**src/design/sia_pkg.sv**
```systemverilog
// Shared types and constants of the slot id allocator.
`default_nettype none

package sia_pkg;

  localparam int SLOTS_PER_BLOCK = 64;
  localparam int BLOCK_COUNT     = 16;
  localparam int POOL_SIZE       = SLOTS_PER_BLOCK * BLOCK_COUNT;

  // Ids run from 1 to POOL_SIZE; an id field also holds 0 (invalid).
  localparam int ID_W  = 11;
  // A table index holds (id - 1).
  localparam int IDX_W = $clog2(POOL_SIZE);

  localparam logic [ID_W-1:0] POOL_ID = ID_W'(POOL_SIZE);
  localparam logic [ID_W-1:0] ID_ONE  = ID_W'(1);

  typedef enum logic [1:0] {
    FUNC_ALLOC   = 2'd0,
    FUNC_RELEASE = 2'd1,
    FUNC_LOOKUP  = 2'd2,
    FUNC_CLEAR   = 2'd3
  } func_t;

  // Commands from the controller to the datapath.
  typedef struct packed {
    logic accept;  // Capture the request and launch the table reads.
    logic exec;    // Apply the update and load the response register.
  } cmd_t;

endpackage

`default_nettype wire

```
**src/design/sia_ctrl.sv**
```systemverilog
// Controller state machine: sequences each request through read and execute.
`default_nettype none

module sia_ctrl (
  input  wire logic          clk,
  input  wire logic          rst_n,
  input  wire logic          in_valid,
  output logic               in_ready,
  output logic               out_valid,
  input  wire logic          out_ready,
  output sia_pkg::cmd_t      cmd
);

  typedef enum logic [1:0] {
    ST_IDLE = 2'b01,
    ST_EXEC = 2'b10
  } state_t;

  state_t state_r, state_nxt;
  logic   out_valid_r, out_valid_nxt;
  logic   accept;
  logic   exec_fire;

  // No request is taken while reset is held.
  assign in_ready  = rst_n && (state_r == ST_IDLE);
  assign accept    = in_valid && in_ready;
  // The result may only be loaded once the response register is free.
  assign exec_fire = (state_r == ST_EXEC) && (!out_valid_r || out_ready);

  always_comb begin
    state_nxt = state_r;
    case (state_r)
      ST_IDLE: begin
        if (accept) begin
          state_nxt = ST_EXEC;
        end
      end
      ST_EXEC: begin
        if (exec_fire) begin
          state_nxt = ST_IDLE;
        end
      end
      default: state_nxt = ST_IDLE;
    endcase
  end

  always_comb begin
    out_valid_nxt = out_valid_r;
    if (out_valid_r && out_ready) begin
      out_valid_nxt = 1'b0;
    end
    if (exec_fire) begin
      out_valid_nxt = 1'b1;
    end
  end

  always_ff @(posedge clk) begin
    if (!rst_n) begin
      state_r     <= ST_IDLE;
      out_valid_r <= 1'b0;
    end else begin
      state_r     <= state_nxt;
      out_valid_r <= out_valid_nxt;
    end
  end

  assign out_valid  = out_valid_r;
  assign cmd.accept = accept;
  assign cmd.exec   = exec_fire;

  a_accept_then_exec: assert property (@(posedge clk) disable iff (!rst_n)
    accept |=> (state_r == ST_EXEC))
    else $error("accepted request did not move to execute");

  a_exec_gives_result: assert property (@(posedge clk) disable iff (!rst_n)
    exec_fire |=> out_valid_r)
    else $error("executed request left no pending result");

  a_no_accept_while_busy: assert property (@(posedge clk) disable iff (!rst_n)
    (state_r == ST_EXEC) |-> !accept)
    else $error("request accepted while another is executing");

endmodule

`default_nettype wire

```
**config.mk**
```make
export PLATFORM = sky130hd
export DESIGN_NAME = sia_ctrl
export DESIGN_NICKNAME = d
export VERILOG_FILES = /design/src/design/sia_pkg.sv /design/src/design/sia_ctrl.sv
export SDC_FILE = /design/constraint.sdc
export NUM_CORES = 1
export LEC_CHECK = 0
export ABC_AREA = 0
export BUFFER_PORTS_ARGS = -buffer_cell sky130_fd_sc_hd__buf_2
export CAP_MARGIN = 20
export CORE_AREA = 2 2 39 41
export CTS_BUF_LIST = sky130_fd_sc_hd__clkbuf_4
export CTS_CLUSTER_SIZE = 16
export DETAILED_ROUTE_END_ITERATION = 16
export DIE_AREA = 0 0 41 43
export PLACE_DENSITY = 0.34
export SLEW_MARGIN = 20
export SYNTH_ARGS = -nofsm -noshare
export SYNTH_HDL_FRONTEND = slang
export SYNTH_SLANG_ARGS = --single-unit
```
**constraint.sdc**
```tcl
create_clock -name clk -period 0.8 [get_ports clk]
set_input_delay 0.08 -clock clk [delete_from_list [all_inputs] [get_ports clk]]
set_output_delay 0.08 -clock clk [all_outputs]
set_load 0.05 [all_outputs]
```
# After elaboration in Yosys (flattened, before gate mapping)

Cells that the tools add are included.

Logic and storage cells: 19
Output and inout port bits: 4
Flip-flop bits (word level): 3
Input bits: 4

Mux-type cells: 5
Reduce and logical (&&, ||, !) cells: 8
Equality and inequality tests: 4

Operator list:

| cell                                          | number |
|---|---|
| logical AND 1 bit                             | 4 |
| two-way mux 2 bit                             | 2 |
| inequality test 2 bit, second input constant  | 2 |
| one-hot mux 2 bit (2 select lines)            | 1 |
| == test 2 x 1 -> 1 bit, second input constant | 1 |
| == test 2 bit, second input constant          | 1 |
| two-way mux 1 bit                             | 2 |
| AND reduction 2 bit                           | 1 |
| nonzero test 2 bit                            | 1 |
| logical NOT 1 bit                             | 1 |
| logical OR 1 bit                              | 1 |

# Depth between registers and ports, before layout

Gate-level depths: netlist of run 1.

Word-level depth: 5
Gate-level depth with buffers: 3
Depth with buffers taken out: 2

# Worst setup path before layout of run 1

No wires, ideal clock.

Kind: register to output
Start: reg state_r[1]
End: out cmd[1] in the netlist's numbering
Arrival: 1202 ps
Setup slack: -482 ps
Required time: 720 ps
Cell stages (with the launch flop): 4
Buffers on the path: 1
Cell sequence: dfxtp_1 -> and3b_1 -> and2_1 -> buf_4

Longest elaborated chain between the ends: 3

RTL lines:

| element                  | RTL line       | RTL |
|---|---|---|
| start: declaration       | sia_ctrl.sv:19 | `state_t state_r, state_nxt;` |
| start signal: assignment | sia_ctrl.sv:62 | `state_r <= state_nxt;` |
| == test 2 x 1 -> 1 bit   | sia_ctrl.sv:25 | `assign in_ready = rst_n && (state_r == ST_IDLE);` |
| logical AND 1 bit        | sia_ctrl.sv:25 |  |
| net in_ready             | sia_ctrl.sv:8  | `output logic in_ready,` |
| logical AND 1 bit        | sia_ctrl.sv:26 | `assign accept = in_valid && in_ready;` |
| end: declaration         | sia_ctrl.sv:11 | `output sia_pkg::cmd_t cmd` |

The timed path passes the listed nets, and every way through them passes these cells.

==> out/metrics.cfg, run 1 <==
[final_layout]
antenna-diode-count = 0
fill_cells = 154
final-instance-count-excl-fill = 42
area_growth_pct = 84.2
finish.instance_area_um2 = 277
drive_gt1_share_pct = 65.4
nNetsFinal = 31

[power]
p_total_w = 0.000559
peakVddDrop_uv = 1030
p_leak_nw = 0.125
power_density_nw_per_um2 = 2020

[route]
wl_um = 298
ant_nets = 0
dr.pass1.iters = 1
vias = 141
drt-initial-drc-count = 0
wl_per_cell_um = 7.10
route.detailed.drc = 0
viasPerCell = 3.36

[worst_setup_path]
crit_type = register to output pin
r2r_start = out_valid
cp.required_ps = 720
start_kind = register
worstPathCellList = and3b_2 > and2_4 > buf_8
worst-path-max-fanout = 4
slowest_stage = dfxtp_2
reg2reg_to = state_r[1]
rr_worst_depth = 2
endpoint_kind = output pin
crit_end = cmd[1]
r2r_setup_slack_ps = -20
crit_path_max_incr_delay_ps = 310
arrival_ps = 1050
crit_start = state_r[1]

[synth]
synth_area_um2 = 150
synth_cells = 15
synthTopCellsByCount = 3 x dfxtp_1, 2 x and3b_1, 2 x buf_4, 2 x nand2b_1
syn_nets = 19
ys_ff_latch = 3
yosys_warnings = 0
synthFlopType = dfxtp_1
seq_area_frac_synth_pct = 40.0
synth_edf_count = 0
syn_area_per_cell_um2 = 10.0
synth.most_common_cell = dfxtp_1
synthArstFlopShare_pct = 0
netlist.area_leader.share_pct = 40.0
synth_area_leader_cell = dfxtp_1
ys_types = 10
netlist_top_cells_area = dfxtp_1 40%, and3b_1 12%, buf_4 10%

[place]
gp_congestion = 0.626
dpl_worst_slack_ps = -178
post_dp_cell_area_um2 = 203
port_buffers = 7
dp.cells = 37

[timing]
period_minus_slack_ps = 1130
clock_skew_ps = 1.48
slew_headroom_pct = 90.3
fin_ws_ps = -327
clock.fmax_mhz = 887
rsz0062_at_grt = true
worst_pin_slew_ps = 147
hold_violations = 0
slew_viol_final = 0
setup_viol = 4
finalCritPeriodShare_pct = 141

[cts]
numClockSinks = 3
cts.htree.levels = 1
clock_latency_ps = 230
clkTransAtPathRegs_ps = 30
numCtsBuffers = 3
cts.path.max_buffers = 2
cts-root-buf = clkbuf_4
cts_tree = yes

[global_routing]
antenna_found_initial = 0
grt_pass1_wl_um = 483
grt_use_total_pct = 4.81
first_global_vias = 129
overflow = 0
grt_max_degree = 5

[die]
coreArea_um2 = 1380
dieArea_um2 = 1760
die_height_um = 43
io_pins = 8
row_count = 14
die_width_um = 41
initial_core_util_pct = 10.8

[flow_run]
maxCapViolations = 0

[hold_path]
hp-class = input pin to register

[run_status]
status = complete, but fails checks
violations = setup timing

==> per-stage QoR <==
stage,setup TNS (ps),hold slack [ps],utilization [%]
2_1_floorplan,-492,160,-
3_3_place_gp,-377,302,14.6
3_5_place_dp,-370,302,14.6
4_1_cts,-1010,56.8,18.7
5_1_grt,-1160,64.8,20.0
6_report,-953,65.3,20.0
==> critical path, delay by kind of cell (launching register included) <==
family / cells / cell delay, ps
buffers and inverters: 1 / 130
flip-flops: 1 / 310
AND/OR/NAND/NOR: 2 / 370
==> registers in the layout, summed over array words and instances (netlist names) <==
signal / count
state_r: 2
out_valid: 1
==> power by group <==
part	switching, W	total, W	leakage, nW	internal (W)
clock	0.0000736	0.000294	0.0184	0.000220
sequential	0.00000504	0.000161	0.0258	0.000156
combinational	0.0000520	0.000104	0.0808	0.0000518
==> logic make-up (layout without fill, tap and decap cells) <==
kind of cell	after synthesis	in the layout	synth area share, %
DFF	3	3	40.0
buffers and inverters	2	13	10.0
and+or+nand+nor	7	7	36.7
AOI/OAI and AO/OA	3	3	13.3
==> metal layers <==
layer  share of wire (%)  track usage, %  vias to the layer above
met5                   0               0                        -
met4                 2.7            2.00                        0
met3                  19            8.38                        2
met2                  35            4.38                        7
met1                  43            4.81                       60
li1                    -               -                       72
==> layout make-up <==
class                           instances  area, µm²  share of cell area, %
Timing Repair Buffer                    9       82.6                   29.9
Multi-Input combinational cell         10       78.8                   28.5
Sequential cell                         3       65.1                   23.5
Clock buffer                            4       30.0                   10.9
Tap cell                               16       20.0                   7.24
==> how the worst min path moves through the flow <==
stage               cells past startpoint    endpoint  slack [ps]  startpoint
floorplan                               1  state_r[0]         160       rst_n
global placement                        2  state_r[0]         300       rst_n
detailed placement                      2  state_r[0]         300       rst_n
CTS                                     2  state_r[0]          60       rst_n
global route                            2  state_r[0]          60       rst_n
finish                                  2  state_r[0]          70       rst_n
==> repair_timing <==
action / in CTS / in global routing
hold buffers: 0 / 0
pin swaps: 1 / 1
setup endpoints to repair: 5 / 5
resized for setup: 9 / 4
hold endpoints to repair: 0 / 0
setup buffers: 0 / 1
==> cell usage in the layout (no fill, tap or decap) <==
| master | instances |
|---|---|
| o21a_1 | 1 |
| buf_2 | 3 |
| buf_8 | 3 |
| dfxtp_1 | 1 |
| a21boi_1 | 1 |
| clkbuf_4 | 4 |
| dfxtp_4 | 1 |
| buf_4 | 3 |
| and4bb_1 | 1 |
| and3b_2 | 1 |
| and3b_1 | 1 |
| and2_4 | 1 |
| nor2b_1 | 1 |
| dfxtp_2 | 1 |
| o21ai_1 | 1 |
| nand2b_1 | 2 |
Power figures use the tool's default switching activity.
==> run 2, diff against run 1 <==
--- a/config.mk
+++ b/config.mk
@@ -14,5 +14,5 @@
 export DETAILED_ROUTE_END_ITERATION = 16
 export DIE_AREA = 0 0 41 43
-export PLACE_DENSITY = 0.34
+export PLACE_DENSITY = 0.37
 export SLEW_MARGIN = 20
 export SYNTH_ARGS = -nofsm -noshare
==> constraint.sdc (replaced) <==
create_clock -name clk -period 0.8 [get_ports clk]
set_input_delay 0.04 -clock clk [delete_from_list [all_inputs] [get_ports clk]]
set_output_delay 0.04 -clock clk [all_outputs]
set_load 0.05 [all_outputs]
==> out/metrics.cfg, run 2 (synthesized netlist as in run 1, its figures left out) <==
[timing]
setup_viol = 5  ; was 4
slew_headroom_pct = 83.6  ; was 90.3%
hold_violations = 0  ; unchanged
worst_pin_slew_ps = 248  ; was 147 ps
timing.hold.ws_ps = 12.8  ; was 65.3 ps
rsz0062_at_grt = true  ; unchanged
period_minus_slack_ps = 1080  ; was 1130 ps
tns_ps = -911  ; was -953 ps
finalCritPeriodShare_pct = 135  ; was 141%
clock_skew_ps = 3.98  ; was 1.48 ps
slew_viol_final = 0  ; unchanged
clock.fmax_mhz = 923  ; was 887 MHz
fin_ws_ps = -283  ; was -327 ps

[cts]
clock_latency_ps = 230  ; about the same
cts-root-buf = clkbuf_4  ; unchanged
cts.path.max_buffers = 2  ; unchanged
cts.htree.levels = 1  ; unchanged
postCtsHoldBufs = 0  ; unchanged
numClockSinks = 3  ; unchanged
numCtsBuffers = 3  ; unchanged
cts_tree = yes  ; unchanged
clkTransAtPathRegs_ps = 40  ; was 30 ps

[power]
peakVddDrop_uv = 489  ; was 1030 µV
p_total_w = 0.000552  ; was 0.000559 W
power_density_nw_per_um2 = 2120  ; was 2020 nW/µm²
p_leak_nw = 0.118  ; was 0.125 nW

[final_layout]
antenna-diode-count = 0  ; unchanged
final_cell_mix = 4 x clkbuf_4, 4 x buf_2, 2 x nand2b_1, 2 x buf_6, 2 x dfxtp_2  ; was 4 x clkbuf_4, 3 x buf_2, 3 x buf_4, 3 x buf_8, 2 x nand2b_1
area_growth_pct = 73.3  ; was 84.2%
final-instance-count-excl-fill = 41  ; was 42
largest_reg_flops = 2  ; unchanged
nNetsFinal = 30  ; was 31
post-route-util_pct = 18.8  ; was 20.0%
regMostFlops = state_r  ; unchanged
drive_gt1_share_pct = 68.0  ; was 65.4%

[worst_setup_path]
arrival_ps = 1040  ; was 1050 ps
cp.required_ps = 760  ; was 720 ps
crit_type = register to output pin  ; unchanged
endpoint_kind = output pin  ; unchanged
start_kind = register  ; unchanged
worst-path-max-fanout = 4  ; unchanged

[global_routing]
first_global_vias = 126  ; was 129
overflow = 0  ; unchanged
grt_max_degree = 5  ; unchanged
grt_use_total_pct = 4.71  ; was 4.81%
antenna_found_initial = 0  ; unchanged
grt_pass1_wl_um = 489  ; was 483 µm

[route]
ant_nets = 0  ; unchanged
viasPerCell = 3.22  ; was 3.36
vias = 132  ; was 141
wl_per_cell_um = 7.76  ; was 7.10 µm
dr.pass1.iters = 2  ; was 1
wl_um = 318  ; was 298 µm
route.detailed.drc = 0  ; unchanged
drt-initial-drc-count = 1  ; was 0

[die]
die_height_um = 43  ; unchanged
coreArea_um2 = 1380  ; unchanged
dieArea_um2 = 1760  ; unchanged
io_pins = 8  ; unchanged
initial_core_util_pct = 10.8  ; unchanged
row_count = 14  ; unchanged
die_width_um = 41  ; unchanged

[run_status]
violations = setup timing  ; unchanged
status = complete, but fails checks  ; unchanged

[hold_path]
hp-class = input pin to register  ; unchanged

[flow_run]
maxCapViolations = 0  ; unchanged

[place]
dp.cells = 36  ; was 37
gp_congestion = 0.539  ; was 0.626
hpwl_um = 224
port_buffers = 7  ; unchanged

-- run 2: changes by cell type in the layout (fill, tap and decap cells not counted), sizes merged --
cell  change
buf       -1
-- run 2: final timing paths --
kind	start	to	slack (ps)	cells past startpoint
max reg2reg	out_valid	state_r[1]	-30	2
max	state_r[1]	cmd[1]	-280	3
min reg2reg	state_r[1]	out_valid	510	2
min	rst_n	state_r[0]	10	2
-- run 2: routing by layer --
layer  vias up  part of all wire, %  wire length, µm  track usage (%)
li1         71                    -                -                -
met1        51                   49              155             5.75
met2         8                   33              105             4.38
met3         2                   16               51             3.14
met4         0                  1.9                6             6.00
met5         -                    0                0                0
-- run 2: what timing repair did --
item                                    CTS  global route
setup buffers                             0             1
resized for setup                         9             1
pin swaps                                 2             3
endpoints found under the setup margin    5             5
-- run 2: area by class of cell --
| cell class | instances | area (µm²) |
|---|---|---|
| well taps | 16 | 20.0 |
| fillers | 157 | 1120 |
| multi-input cells | 10 | 78.8 |
| flip-flops and latches | 3 | 66.3 |
| repair buffers | 8 | 65.1 |
| clock buffers | 4 | 30.0 |
-- run 2: stage by stage --
stage	setup slack, ps	area [µm²]
2_1_floorplan	-269	159
6_report	-283	260
5_1_grt	-326	260
4_1_cts	-296	249
3_5_place_dp	-138	195
3_3_place_gp	-126	195
-- run 2: power breakdown --
group	internal, W	leakage, nW	switching (W)
Sequential	0.000156	0.0255	0.00000500
Clock	0.000221	0.0184	0.0000813
Combinational	0.0000385	0.0738	0.0000500
-- run 2: worst max-delay path: stages, from the launching register on --
cell and delay (ps):
dfxtp_2 320, and3b_2 230, and2_4 140, buf_8 130
==> run 3, diff against run 2 <==
==> constraint.sdc (replaced) <==
create_clock -name clk -period 0.8 [get_ports clk]
set_input_delay 0.12 -clock clk [delete_from_list [all_inputs] [get_ports clk]]
set_output_delay 0.12 -clock clk [all_outputs]
set_load 0.05 [all_outputs]
==> out/metrics.cfg, run 3 (synthesized netlist as in run 1, its figures left out) <==
[worst_setup_path]
arrival_ps = 1050  ; was 1040 ps
crit_path_max_incr_delay_ps = 310  ; was 320 ps
r2r_setup_slack_ps = -220  ; was -30 ps
endpoint_kind = output pin  ; unchanged
worst-path-max-fanout = 3  ; was 4
slowest_stage = dfxtp_2  ; unchanged
start_kind = register  ; unchanged
worstPathCellList = and3b_2 > and2_4 > buf_8  ; unchanged
cp.required_ps = 680  ; was 760 ps
crit_type = register to output pin  ; unchanged

[route]
route.detailed.drc = 0  ; unchanged
ant_nets = 0  ; unchanged
wl_per_cell_um = 7.70  ; was 7.76 µm
wl_um = 331  ; was 318 µm
drt-initial-drc-count = 0  ; was 1
vias = 141  ; was 132
dr.pass1.iters = 1  ; was 2
viasPerCell = 3.28  ; was 3.22

[power]
p_sw_share_pct = 24.3  ; was 24.7%
power_density_nw_per_um2 = 1980  ; was 2120 nW/µm²
p_int_w = 0.000427  ; was 0.000416 W
p_comb_share_pct = 18.4  ; was 16.0%
clkPwrFrac_pct = 52.9  ; was 54.7%
seq_power_share_pct = 28.7  ; was 29.2%
p_leak_nw = 0.131  ; was 0.118 nW
switching_power_w = 0.000137  ; was 0.000136 W
peakVddDrop_uv = 651  ; was 489 µV

[timing]
setup_viol = 6  ; was 5
slew_viol_final = 0  ; unchanged
period_minus_slack_ps = 1170  ; was 1080 ps
finalCritPeriodShare_pct = 147  ; was 135%
fin_ws_ps = -373  ; was -283 ps
clock_skew_ps = 3.42  ; was 3.98 ps
slew_headroom_pct = 83.6  ; about the same
rsz0062_at_grt = true  ; unchanged
tns_ps = -1450  ; was -911 ps
worst_pin_slew_ps = 247  ; was 248 ps
clock.fmax_mhz = 853  ; was 923 MHz
hold_violations = 0  ; unchanged

[final_layout]
drive_gt1_share_pct = 74.1  ; was 68.0%
regMostFlops = state_r  ; unchanged
final-instance-count-excl-fill = 43  ; was 41
antenna-diode-count = 0  ; unchanged
fill_cells = 154  ; was 157
post-route-util_pct = 20.6  ; was 18.8%
nNetsFinal = 32  ; was 30
final_cell_mix = 4 x clkbuf_4, 4 x buf_2  ; was 4 x clkbuf_4, 4 x buf_2, 2 x nand2b_1, 2 x buf_6, 2 x dfxtp_2
largest_reg_flops = 2  ; unchanged
area_growth_pct = 90.0  ; was 73.3%

[die]
coreArea_um2 = 1380  ; unchanged
row_count = 14  ; unchanged
die_height_um = 43  ; unchanged
die_width_um = 41  ; unchanged
dieArea_um2 = 1760  ; unchanged
io_pins = 8  ; unchanged
initial_core_util_pct = 10.8  ; unchanged

[place]
gp_congestion = 0.533  ; was 0.539
port_buffers = 7  ; unchanged
dpl_worst_slack_ps = -221  ; was -138 ps
dp.cells = 37  ; was 36

[global_routing]
grt_pass1_wl_um = 607  ; was 489 µm
overflow = 0  ; unchanged
first_global_vias = 158  ; was 126
grt_use_total_pct = 5.62  ; was 4.71%
antenna_found_initial = 0  ; unchanged
grt_max_degree = 5  ; unchanged

[cts]
numCtsBuffers = 3  ; unchanged
cts.path.max_buffers = 2  ; unchanged
cts.htree.levels = 1  ; unchanged
cts_tree = yes  ; unchanged
clkTransAtPathRegs_ps = 40  ; about the same
numClockSinks = 3  ; unchanged
cts-root-buf = clkbuf_4  ; unchanged
postCtsHoldBufs = 0  ; unchanged
clock_latency_ps = 230  ; about the same

[run_status]
status = complete, but fails checks  ; unchanged
violations = setup timing  ; unchanged

[flow_run]
maxCapViolations = 0  ; unchanged

[hold_path]
hp-class = input pin to register  ; unchanged

==> run 3: cell count changes in the layout (fill, tap and decap cells not counted) <==
cell and change:
buf_4 +1, buf_8 +1, nor2b_2 +1, nor2b_1 -1
==> run 3: layout make-up <==
class	instances	area, µm²	share of cell area, %
timing repair buffer	10	87.6	30.7
clock buffer	4	30.0	10.5
multi-input combinational	10	81.3	28.5
tap	16	20.0	7.02
sequential	3	66.3	23.2
==> run 3: routing by layer <==
layer / wire, µm / GRT usage [%] / vias up / share of wire [%]
met1: 185 / 7.40 / 58 / 56
met4: 0 / 6.00 / 0 / 0
li1: - / - / 75 / -
met3: 41 / 3.14 / 0 / 12
met2: 104 / 5.63 / 8 / 31
met5: 0 / 0 / - / 0
==> run 3: metrics by stage <==
stage	hold slack (ps)	area (µm²)	power [W]
floorplan	200	159	0.000225
global placement	415	203	0.000240
detailed placement	417	203	0.000241
CTS	168	267	0.000579
global route	186	285	0.000604
finish	182	285	0.000564
==> run 3: repair_timing <==
item / 4_1_cts / 5_1_grt
buffers inserted: 1 / 1
endpoints found under the setup margin: 5 / 6
pin swaps: 1 / 1
resized for setup: 9 / 4
==> run 3: power groups by stage <==
| stage | Combinational [W] | Sequential (W) | Clock, W |
|---|---|---|---|
| after global routing | 0.000111 | 0.000163 | 0.000330 |
| after floorplan | 0.0000605 | 0.000164 | 0 |
| final | 0.000104 | 0.000162 | 0.000299 |
| after global placement | 0.0000776 | 0.000162 | 0 |
| after CTS | 0.0000961 | 0.000161 | 0.000323 |
| after detailed placement | 0.0000787 | 0.000163 | 0 |
==> run 3: path summary, 6_finish.rpt <==
path / depth (start not counted) / end / from
worst max-delay path: 3 / cmd[1] / state_r[1]
worst min-delay path: 3 / out_valid / out_ready
worst max register to register: 4 / state_r[1] / state_r[1]
worst min register to register: 2 / out_valid / state_r[1]
==> run 3: worst max-delay path, delay by kind of cell, from the launching register on <==
| kind | cells | cell delay, ps |
|---|---|---|
| AND/OR/NAND/NOR | 2 | 370 |
| buffers and inverters | 1 | 130 |
| flip-flops | 1 | 310 |
